## src/firmware_image_line_decryptor_core_assert.svh

```systemverilog
// Assertion macros shared by the firmware image line decryptor RTL.
// Every macro samples on posedge clk and is disabled while rst_n is low.
`ifndef FIRMWARE_IMAGE_LINE_DECRYPTOR_CORE_ASSERT_SVH
`define FIRMWARE_IMAGE_LINE_DECRYPTOR_CORE_ASSERT_SVH

// Same-cycle implication.
`define FILD_ASSERT_NOW(label, ante, cons, msg) \
  label: assert property (@(posedge clk) disable iff (!rst_n) (ante) |-> (cons)) \
    else $error(msg);

// Next-cycle implication.
`define FILD_ASSERT_NEXT(label, ante, cons, msg) \
  label: assert property (@(posedge clk) disable iff (!rst_n) (ante) |=> (cons)) \
    else $error(msg);

`endif

```

## src/fild_pkg.sv

```systemverilog
// Package for the firmware image line decryptor: word types, state and
// configuration structs, and the constants of the line format. No dependencies.
`timescale 1ns / 1ps

package fild_pkg;

  localparam int LINES_PER_BLOCK = 4;
  localparam int LINE_IDX_W = (LINES_PER_BLOCK > 1) ? $clog2(LINES_PER_BLOCK) : 1;

  localparam int LINE_DATA_BYTES = 16;
  localparam int LINE_BYTES      = LINE_DATA_BYTES + 2;

  localparam logic [4:0] POS_ADDR_LO  = 5'd0;
  localparam logic [4:0] POS_ADDR_HI  = 5'd1;
  localparam logic [4:0] POS_FIRST_DATA = 5'd2;
  localparam logic [3:0] IDX_LAST     = 4'(LINE_DATA_BYTES - 1);
  localparam logic [7:0] INDEX_OFFSET = 8'd117;
  localparam logic [LINE_IDX_W-1:0] LINE_LAST = LINE_IDX_W'(LINES_PER_BLOCK - 1);
  localparam logic [LINE_IDX_W-1:0] LINE_STEP = LINE_IDX_W'(1);

  // Input commands
  localparam logic CMD_START = 1'b0;
  localparam logic CMD_BYTE  = 1'b1;

  // Configuration register indexes
  localparam logic [1:0] CFG_INITIAL_KEY   = 2'd0;
  localparam logic [1:0] CFG_PROTECT_LIMIT = 2'd1;
  localparam logic [1:0] CFG_TOP_BLOCK     = 2'd2;

  localparam logic [7:0]  RST_INITIAL_KEY   = 8'd0;
  localparam logic [15:0] RST_PROTECT_LIMIT = 16'd2048;
  localparam logic [15:0] RST_TOP_BLOCK     = 16'd65472;

  typedef struct packed {
    logic       cmd;
    logic [7:0] data;
    logic       encrypted;
  } in_item_t;

  typedef struct packed {
    logic [15:0] flash_address;
    logic [7:0]  plain_byte;
    logic        write_enable;
    logic        block_end;
    logic        update_done;
  } out_item_t;

  typedef struct packed {
    logic [7:0]  initial_key;
    logic [15:0] protect_limit;
    logic [15:0] top_block_address;
  } cfg_regs_t;

  typedef struct packed {
    logic [7:0]            running_key;
    logic [7:0]            line_checksum;
    logic [4:0]            byte_position;
    logic [LINE_IDX_W-1:0] line_index;
    logic [7:0]            address_low_byte;
    logic [7:0]            address_high_byte;
    logic [15:0]           block_base;
    logic                  update_active;
    logic                  image_encrypted;
  } dec_state_t;

endpackage

```

## src/fild_step.sv

```systemverilog
// Per-word decode step: next decoder state and the optional result word.
// Pure combinational logic; depends on fild_pkg.
`timescale 1ns / 1ps

module fild_step (
  input  fild_pkg::in_item_t   item,
  input  fild_pkg::dec_state_t st,
  input  fild_pkg::cfg_regs_t  cfg,
  output fild_pkg::dec_state_t st_nxt,
  output logic                 has_result,
  output fild_pkg::out_item_t  result
);

  logic [3:0]  idx;
  logic [4:0]  pos_off;
  logic [7:0]  mask;
  logic [7:0]  plain;
  logic [7:0]  cks_x;
  logic        last_in_line;
  logic        last_line;
  logic        is_top;
  logic [15:0] line_offset;

  assign pos_off      = st.byte_position - fild_pkg::POS_FIRST_DATA;
  assign idx          = pos_off[3:0];
  assign last_in_line = (idx == fild_pkg::IDX_LAST);
  assign last_line    = (st.line_index == fild_pkg::LINE_LAST);
  assign is_top       = (st.block_base == cfg.top_block_address);
  assign mask = {st.running_key[6:0], 1'b0} ^ ({4'b0, idx} + fild_pkg::INDEX_OFFSET)
              ^ st.address_low_byte ^ st.address_high_byte;
  assign plain = st.image_encrypted ? (item.data ^ mask) : item.data;
  assign cks_x = st.line_checksum ^ plain;
  assign line_offset = {{(12 - fild_pkg::LINE_IDX_W){1'b0}}, st.line_index, 4'b0};

  always_comb begin
    st_nxt     = st;
    has_result = 1'b0;
    result.flash_address = st.block_base + line_offset + {12'b0, idx};
    result.plain_byte    = plain;
    result.write_enable  = (st.block_base >= cfg.protect_limit);
    result.block_end     = last_in_line && last_line;
    result.update_done   = last_in_line && last_line && is_top;

    if (item.cmd == fild_pkg::CMD_START) begin
      st_nxt.running_key     = cfg.initial_key;
      st_nxt.line_checksum   = 8'd0;
      st_nxt.byte_position   = fild_pkg::POS_ADDR_LO;
      st_nxt.line_index      = '0;
      st_nxt.image_encrypted = item.encrypted;
      st_nxt.update_active   = 1'b1;
    end else if (st.update_active) begin
      if (st.byte_position == fild_pkg::POS_ADDR_LO) begin
        st_nxt.address_low_byte = item.data;
        st_nxt.byte_position    = fild_pkg::POS_ADDR_HI;
      end else if (st.byte_position == fild_pkg::POS_ADDR_HI) begin
        st_nxt.address_high_byte = item.data;
        if (st.line_index == '0) begin
          st_nxt.block_base = {item.data, st.address_low_byte};
        end
        st_nxt.byte_position = fild_pkg::POS_FIRST_DATA;
      end else begin
        has_result = 1'b1;
        // Key and checksum only run on encrypted images
        if (st.image_encrypted) begin
          st_nxt.line_checksum = cks_x;
          if (last_in_line) begin
            st_nxt.running_key   = st.running_key ^ cks_x;
            st_nxt.line_checksum = 8'd0;
          end
        end
        if (last_in_line) begin
          st_nxt.byte_position = fild_pkg::POS_ADDR_LO;
          if (last_line) begin
            st_nxt.line_index = '0;
            if (is_top) begin
              st_nxt.update_active = 1'b0;
            end
          end else begin
            st_nxt.line_index = st.line_index + fild_pkg::LINE_STEP;
          end
        end else begin
          st_nxt.byte_position = st.byte_position + 5'd1;
        end
      end
    end
  end

endmodule

```

## src/fild_skid.sv

```systemverilog
// Result register with one skid entry, so the input side takes one more word
// while a result waits downstream. Depends on fild_pkg and the assert header.
`timescale 1ns / 1ps
`include "firmware_image_line_decryptor_core_assert.svh"

module fild_skid (
  input  logic                clk,
  input  logic                rst_n,
  input  logic                push,
  input  fild_pkg::out_item_t push_item,
  output logic                full,
  output logic                out_valid,
  input  logic                out_stall,
  output fild_pkg::out_item_t out_item
);

  logic                main_valid_r, main_valid_nxt;
  logic                skid_valid_r, skid_valid_nxt;
  fild_pkg::out_item_t main_r, main_nxt;
  fild_pkg::out_item_t skid_r, skid_nxt;
  logic                pop;

  assign pop       = main_valid_r && !out_stall;
  assign full      = skid_valid_r;
  assign out_valid = main_valid_r;
  assign out_item  = main_r;

  always_comb begin
    main_valid_nxt = main_valid_r;
    skid_valid_nxt = skid_valid_r;
    main_nxt       = main_r;
    skid_nxt       = skid_r;
    if (skid_valid_r) begin
      // Drain the skid entry first; no push arrives while full
      if (pop) begin
        main_nxt       = skid_r;
        skid_valid_nxt = 1'b0;
      end
    end else if (push) begin
      if (!main_valid_r || pop) begin
        main_nxt       = push_item;
        main_valid_nxt = 1'b1;
      end else begin
        skid_nxt       = push_item;
        skid_valid_nxt = 1'b1;
      end
    end else if (pop) begin
      main_valid_nxt = 1'b0;
    end
  end

  always_ff @(posedge clk) begin
    if (!rst_n) begin
      main_valid_r <= 1'b0;
      skid_valid_r <= 1'b0;
    end else begin
      main_valid_r <= main_valid_nxt;
      skid_valid_r <= skid_valid_nxt;
    end
    main_r <= main_nxt;
    skid_r <= skid_nxt;
  end

  `FILD_ASSERT_NOW(a_skid_behind_main, skid_valid_r, main_valid_r, "skid word without main word")
  `FILD_ASSERT_NEXT(a_skid_holds, skid_valid_r && out_stall, skid_valid_r && $stable(skid_r),
                    "skid word lost while stalled")
  `FILD_ASSERT_NEXT(a_push_lands, push && !main_valid_r, main_valid_r && (main_r == $past(push_item)),
                    "pushed word not in result register")

endmodule

```

## src/firmware_image_line_decryptor_core.sv

```systemverilog
// Top level of the firmware image line decryptor: configuration registers,
// decoder state, decode step and result buffer. Depends on fild_pkg,
// fild_step, fild_skid and the assert header.
//
//   channel | ports                          | handshake
//   --------+--------------------------------+--------------------------
//   input   | in_valid, in_stall, in_item    | valid && !stall
//   result  | out_valid, out_stall, out_item | valid && !stall
//   config  | cfg_valid, cfg_ready, cfg_index, cfg_data | valid && ready
//
// One input word per cycle when not stalled; data byte results are registered.
// The decoder state updates in the accept cycle through one XOR/add step.
// in_stall rises only when both the result register and its skid entry hold
// words; it is a registered flag. Reset (rst_n low, synchronous) clears the
// decoder state and loads the configuration defaults. cfg_ready is always high.
`timescale 1ns / 1ps
`include "firmware_image_line_decryptor_core_assert.svh"

module firmware_image_line_decryptor_core (
  input  logic                clk,
  input  logic                rst_n,
  input  logic                in_valid,
  output logic                in_stall,
  input  fild_pkg::in_item_t  in_item,
  output logic                out_valid,
  input  logic                out_stall,
  output fild_pkg::out_item_t out_item,
  input  logic                cfg_valid,
  output logic                cfg_ready,
  input  logic [1:0]          cfg_index,
  input  logic [15:0]         cfg_data
);

  fild_pkg::cfg_regs_t  cfg_r, cfg_nxt;
  fild_pkg::dec_state_t st_r, st_nxt, st_step;
  fild_pkg::out_item_t  result;
  logic                 has_result;
  logic                 accept;

  assign cfg_ready = 1'b1;
  assign accept    = in_valid && !in_stall;

  fild_step u_step (
    .item       (in_item),
    .st         (st_r),
    .cfg        (cfg_r),
    .st_nxt     (st_step),
    .has_result (has_result),
    .result     (result)
  );

  fild_skid u_skid (
    .clk       (clk),
    .rst_n     (rst_n),
    .push      (accept && has_result),
    .push_item (result),
    .full      (in_stall),
    .out_valid (out_valid),
    .out_stall (out_stall),
    .out_item  (out_item)
  );

  always_comb begin
    cfg_nxt = cfg_r;
    if (cfg_valid && cfg_ready) begin
      case (cfg_index)
        fild_pkg::CFG_INITIAL_KEY:   cfg_nxt.initial_key       = cfg_data[7:0];
        fild_pkg::CFG_PROTECT_LIMIT: cfg_nxt.protect_limit     = cfg_data;
        fild_pkg::CFG_TOP_BLOCK:     cfg_nxt.top_block_address = cfg_data;
        default: ;
      endcase
    end
  end

  assign st_nxt = accept ? st_step : st_r;

  always_ff @(posedge clk) begin
    if (!rst_n) begin
      cfg_r.initial_key       <= fild_pkg::RST_INITIAL_KEY;
      cfg_r.protect_limit     <= fild_pkg::RST_PROTECT_LIMIT;
      cfg_r.top_block_address <= fild_pkg::RST_TOP_BLOCK;
      st_r                    <= '0;
    end else begin
      cfg_r <= cfg_nxt;
      st_r  <= st_nxt;
    end
  end

  `FILD_ASSERT_NOW(a_pos_in_line, 1'b1, st_r.byte_position <= 5'(fild_pkg::LINE_BYTES - 1),
                   "byte position past end of line")
  `FILD_ASSERT_NEXT(a_start_arms, accept && (in_item.cmd == fild_pkg::CMD_START),
                    st_r.update_active && (st_r.byte_position == fild_pkg::POS_ADDR_LO),
                    "start did not arm the update")
  `FILD_ASSERT_NOW(a_done_on_block_end, out_valid && out_item.update_done, out_item.block_end,
                   "update done outside a block end")

endmodule
```

## config.mk

```make
export PLATFORM = sky130hd
export DESIGN_NAME = firmware_image_line_decryptor_core
export DESIGN_NICKNAME = d
export VERILOG_FILES = /design/src/fild_pkg.sv /design/src/fild_step.sv /design/src/fild_skid.sv /design/src/firmware_image_line_decryptor_core.sv
export VERILOG_INCLUDE_DIRS = /design/src /design/src/src
export SDC_FILE = /design/constraint.sdc
export NUM_CORES = 1
export LEC_CHECK = 0
export ABC_AREA = 1
export BUFFER_PORTS_ARGS = -buffer_cell sky130_fd_sc_hd__buf_2
export CORE_ASPECT_RATIO = 2
export CORE_MARGIN = 5
export CORE_UTILIZATION = 45
export CTS_BUF_LIST = sky130_fd_sc_hd__clkbuf_4
export DETAILED_ROUTE_END_ITERATION = 8
export MAX_ROUTING_LAYER = met4
export SKIP_CTS_REPAIR_TIMING = 1
export SKIP_LAST_GASP = 1
export SLEW_MARGIN = 15
export SYNTH_ARGS = -nofsm -noshare
export SYNTH_HDL_FRONTEND = slang
export SYNTH_SLANG_ARGS = --single-unit
```

## constraint.sdc

```tcl
create_clock -name clk -period 4.98 [get_ports clk]
set_input_delay 0.747 -clock clk [delete_from_list [all_inputs] [get_ports clk]]
set_output_delay 0.747 -clock clk [all_outputs]
set_load 0.01 [all_outputs]
```

# == Word level (Yosys, flattened, before mapping) ==
# Index checks and enable logic that the tools add are counted.
# word_totals
ff_bits,153
in_bits,33
word_cells,121
# op_classes
addsub,6
n_lt_le_gt_ge,1
eq_ne,13
muxes,38
n_bitwise,10
n_reduce_logical,29
# ops
cell,count
$mux W27,4
$mux W16,5
$mux W56,1
$xor A8 B8 Y8,6
$mux W25,1
$mux W24,1
$mux W23,1
$add A16 B4 Y16,1
$add A16 B6 Y16,1
$eq A16 B16 Y1,1
$ge A16 B16 Y1,1
$mux W1,16
$mux W8,2
$mux W5,3
$reduce_and A5 Y1,3
$reduce_and A6 Y1,2
$reduce_and A2 Y1,5
$reduce_and A3 Y1,3
$add A4 B7 Y8 const B,1
$mux W2,4
$ne A2 B2 Y1 const B,4
$ne A2 B1 Y1 const B,3
$reduce_bool A2 Y1,3
$add A5 B1 Y5 const B,1
other kinds (13),24

# == Longest topological paths before layout ==
# logic_depth
word_depth,15
mapped_depth,17

# == Hierarchy ==
# A second synthesis with hierarchy kept.
# hier_totals
hier_cells,1184
area_unflattened_um2,8760.9
# by_module_without_submodules
mod,n_inst,cells_per_inst,area_per_inst_um2,seq_area_each_um2
firmware_image_line_decryptor_core,1,492,3674.8,1941.9
fild_step,1,532,3012.9,0.0
fild_skid,1,160,2073.2,1661.6

# == Worst setup path before layout ==
# OpenSTA, ideal clock, no wires.
# synth_path
kind,register -> register
startpoint,"reg u_skid.skid_valid_r, in the netlist u_skid.full"
endpoint,"reg u_skid.main_r, in the netlist u_skid.out_item[0] (enable)"
setup_time_ps,449
t_arrival_ps,2797
t_required_ps,4531
slack_ps,1735
stages_incl_launch_ff,4
period_less_slack_ps,3245
path_cell_list,dfxtp_1 > clkinv_2 > clkbuf_1 > o21ai_0
# synth_between
elab_chain_cells,5
elab_cells_between_ends,7
cone_classes,eq/ne (1); reduce/logical (6)
# synth_lines
element,line,rtl
start: declaration,fild_skid.sv:18,"logic skid_valid_r, skid_valid_nxt;"
start signal: assignment,fild_skid.sv:58,skid_valid_r <= skid_valid_nxt;
$logic_not A1 Y1,firmware_image_line_decryptor_core.sv:41,assign accept = in_valid && !in_stall;
$logic_and A1 B1 Y1,firmware_image_line_decryptor_core.sv:41,
$logic_and A1 B1 Y1,firmware_image_line_decryptor_core.sv:55,".push (accept && has_result),"
$reduce_bool A2 Y1 (no line),--,
$reduce_and A3 Y1 (no line) *,--,
end signal: assignment,fild_skid.sv:60,main_r <= main_nxt;
end: declaration,fild_skid.sv:19,"fild_pkg::out_item_t main_r, main_nxt;"
# Every way passes the cells marked *; elsewhere a longest branch is shown, timed or not.
# A chain may end at the register's enable or synchronous reset.

==> results.toml <==
[route]
drc = 0
vias = 6390
first_iter_violations = 257
wl_um = 21500
via_per_inst = 5.32
ant_nets = 0
drtPass1Iterations = 5
wl_per_cell_um = 17.9

[critical_path]
critical_path_class = "reg2reg"
path_cells = "inv_1 > ha_1 > inv_1 > nand2_1 > nand2_4 > ha_1 > a21oi_1 > nand2_1 > a21oi_1 > o21bai_2 > nand2_1 > nor3_1 > or2_2 > nand3_1 > nand2_1"
crit_start = "st_r[37]"
path_common_cell = "nand2_1"
cp_slowest_cell = "dfxtp_1"
critPathMaxStageDelay_ns = 0.43
start_kind = "flop"
crit_fanout = 6
r2r-start = "st_r[37]"
end_kind = "flop"
worst-endpoint-required_ns = 5.35
cp.arrival_ns = 3.16
worst-r2r-cell-count = 15

[floorplan]
placement_rows = 67
initial_core_util_pct = 45.7
die_height_um = 195
die_area_um2 = 19900
core_area_um2 = 16800
dieWidth_um = 102
io_pins = 63

[sta]
hold_ws_ns = 0.386
hold_viol_final = 0
fmax_mhz = 358
tns_ns = 0
maxSlewViolCount = 0
clock_skew_ns = 0.0266
worst_pin_slew_ns = 1.17
period_share_pct = 56.1
rsz0062_at_grt = "false"
period_needed_ns = 2.80
setup_violations = 0
maxSlewHeadroom_pct = 20.8

[final_layout]
final_nets = 1046
area_growth_pct = 9.91
fin_area_um2 = 8420
fin_util_pct = 50.2
layout_commonest_cell = "nand2_1"
fillerInstances = 1685
final_cell_mix = "nand2_1, a21oi_1, dfxtp_1, inv_1, o21ai_0"
layout-drive-gt1-share_pct = 17.3

[logic_synthesis]
synth_compound_area_share_pct = 12.8
seq_area_frac_synth_pct = 46.2
netlist_area_um2 = 7660
async_reset_ff_share_pct = 0
synth_ff_type = "dfxtp_1"
synthCells = 926
syn-mean-instance-area_um2 = 8.27
muxShareOfSynthArea_pct = 0
synth_seq_cells = 150
post_synth_fa_ha_maj_area_fraction_pct = 5.32
synth-simple-area-share_pct = 24.5
yosysWarningCount = 0
synth_xor_area_share_pct = 4.08
synth_top_family_by_area = "simple AND/OR/NAND/NOR gates"
synth_edf_count = 54
ys_types = 49
syn-num-nets = 991

[global_route]
gr-usage-met2_pct = 41.9
grt_max_degree = 75
grt_pass1_wl_um = 33600
antenna_found_initial = 1
grtUsageTotal_pct = 23.2
grt_pass1_vias = 6309
gr-usage-met1_pct = 22.1
globalRoute.busiestLayer = "met2"
grt_use_met3_pct = 3.01
grt_overflow = 0

[clock_network]
cts_root_buf = "clkbuf_4"
cts_tree = "yes"
cts.sinks = 150
path_clk_slew_ns = 0.15
ctsHtreeMaxLevel = 4
cts_buffers = 17
clkLatencyLatePin_ns = 0.59
clockBufferDepth = 2

[placed_design]
port_buffers = 61
dp_hpwl_um = 16500
placed_area_um2 = 8120
gp_congestion = 0.935

[pwr]
p_leak_nw = 3.49
ir_drop_mv = 0.151
p_per_area_nw_per_um2 = 275

[outcome]
status = "finished clean"

[hold_path]
hold_path_depth = 3
hold_start = "cfg_data[15]"
hp-class = "in2reg"

[flow_run]
cap_violations = 0
-- Yosys cell counts, drive strengths merged (2+ instances only) --
master  instances  area share [%]
nand2         225              12
inv           102             5.0
a21oi         100             6.6
dfxtp          96              25
o21ai          71             4.6
nand3          62             4.7
nor2           61             3.7
edfxtp         54              21
ha             31             5.1
xor2           28             3.3
clkbuf         20            0.98
nand4          14             1.7
buf             9            0.88
nor3            9            0.59
a31oi           6            0.49
nor4            6            0.49
xnor2           6            0.78
nand3b          5            0.49
a211oi          3            0.29
and2            2            0.16
clkinv          2            0.11
nor3b           2            0.20
o211ai          2            0.20
-- registers in the layout (all words and copies together), names as in the netlist --
signal and flops:
u_skid.skid_r 27, u_skid.full 1, u_skid.out_item 27, u_skid.out_valid 1, cfg_r 39, st_r 55
-- kinds of logic after synthesis --
logic type      count (synthesis)
simple gates                  389
buf+inv                       133
fa+ha+maj                      32
compound gates                187
other cells                     1
xor+xnor                       34
flops                         150
-- area by class of cell --
class | instances | area (um2) | share of cell area, %
diodes | 1 | 2.50 | 0.0297
clock buffers | 17 | 128 | 1.52
clock inverters | 15 | 171 | 2.04
inverters | 104 | 392 | 4.65
multi-input cells | 643 | 3590 | 42.6
flip-flops and latches | 150 | 3540 | 42.1
well taps | 207 | 259 | 3.08
repair buffers | 65 | 335 | 3.98
-- stage by stage --
| step | setup slack [ns] | instances | power, mW |
|---|---|---|---|
| final | 2.18 | 1202 | 2.32 |
| after global routing | 2.01 | 1202 | 2.42 |
| after CTS | 2.21 | 1201 | 2.34 |
| after detailed placement | 2.21 | 1169 | 1.53 |
| after global placement | 2.26 | 1169 | 1.53 |
| after floorplan | 1.73 | 926 | 1.46 |
-- final timing paths --
path                         end  slack (ns)
min reg2reg            cfg_r[28]        0.47
max reg2reg  u_skid.out_item[21]        2.18
max          u_skid.out_item[21]        2.18
min                    cfg_r[15]        0.39
-- layer usage --
metal  wire, um  vias to the layer above
met2      12100                      137
met5          0                        -
met4       1450                        0
met1       7440                     2988
met3        577                       65
li1           -                     3200
-- power breakdown --
part	total [mW]	switching [mW]	leakage (nW)	internal, mW
logic	0.194	0.132	2.08	0.0622
registers	1.31	0.0223	1.26	1.29
clock network	0.814	0.503	0.149	0.311
-- worst max-delay path: cells and delay by family, from the launching register on --
| family | cells | cell delay (ns) |
|---|---|---|
| and+or+nand+nor | 8 | 0.90 |
| DFF | 1 | 0.43 |
| adders and majority gates | 2 | 0.56 |
| AOI/OAI and AO/OA | 3 | 0.45 |
| buffers and inverters | 2 | 0.24 |
No activity file was read; power rests on OpenSTA's default activity.
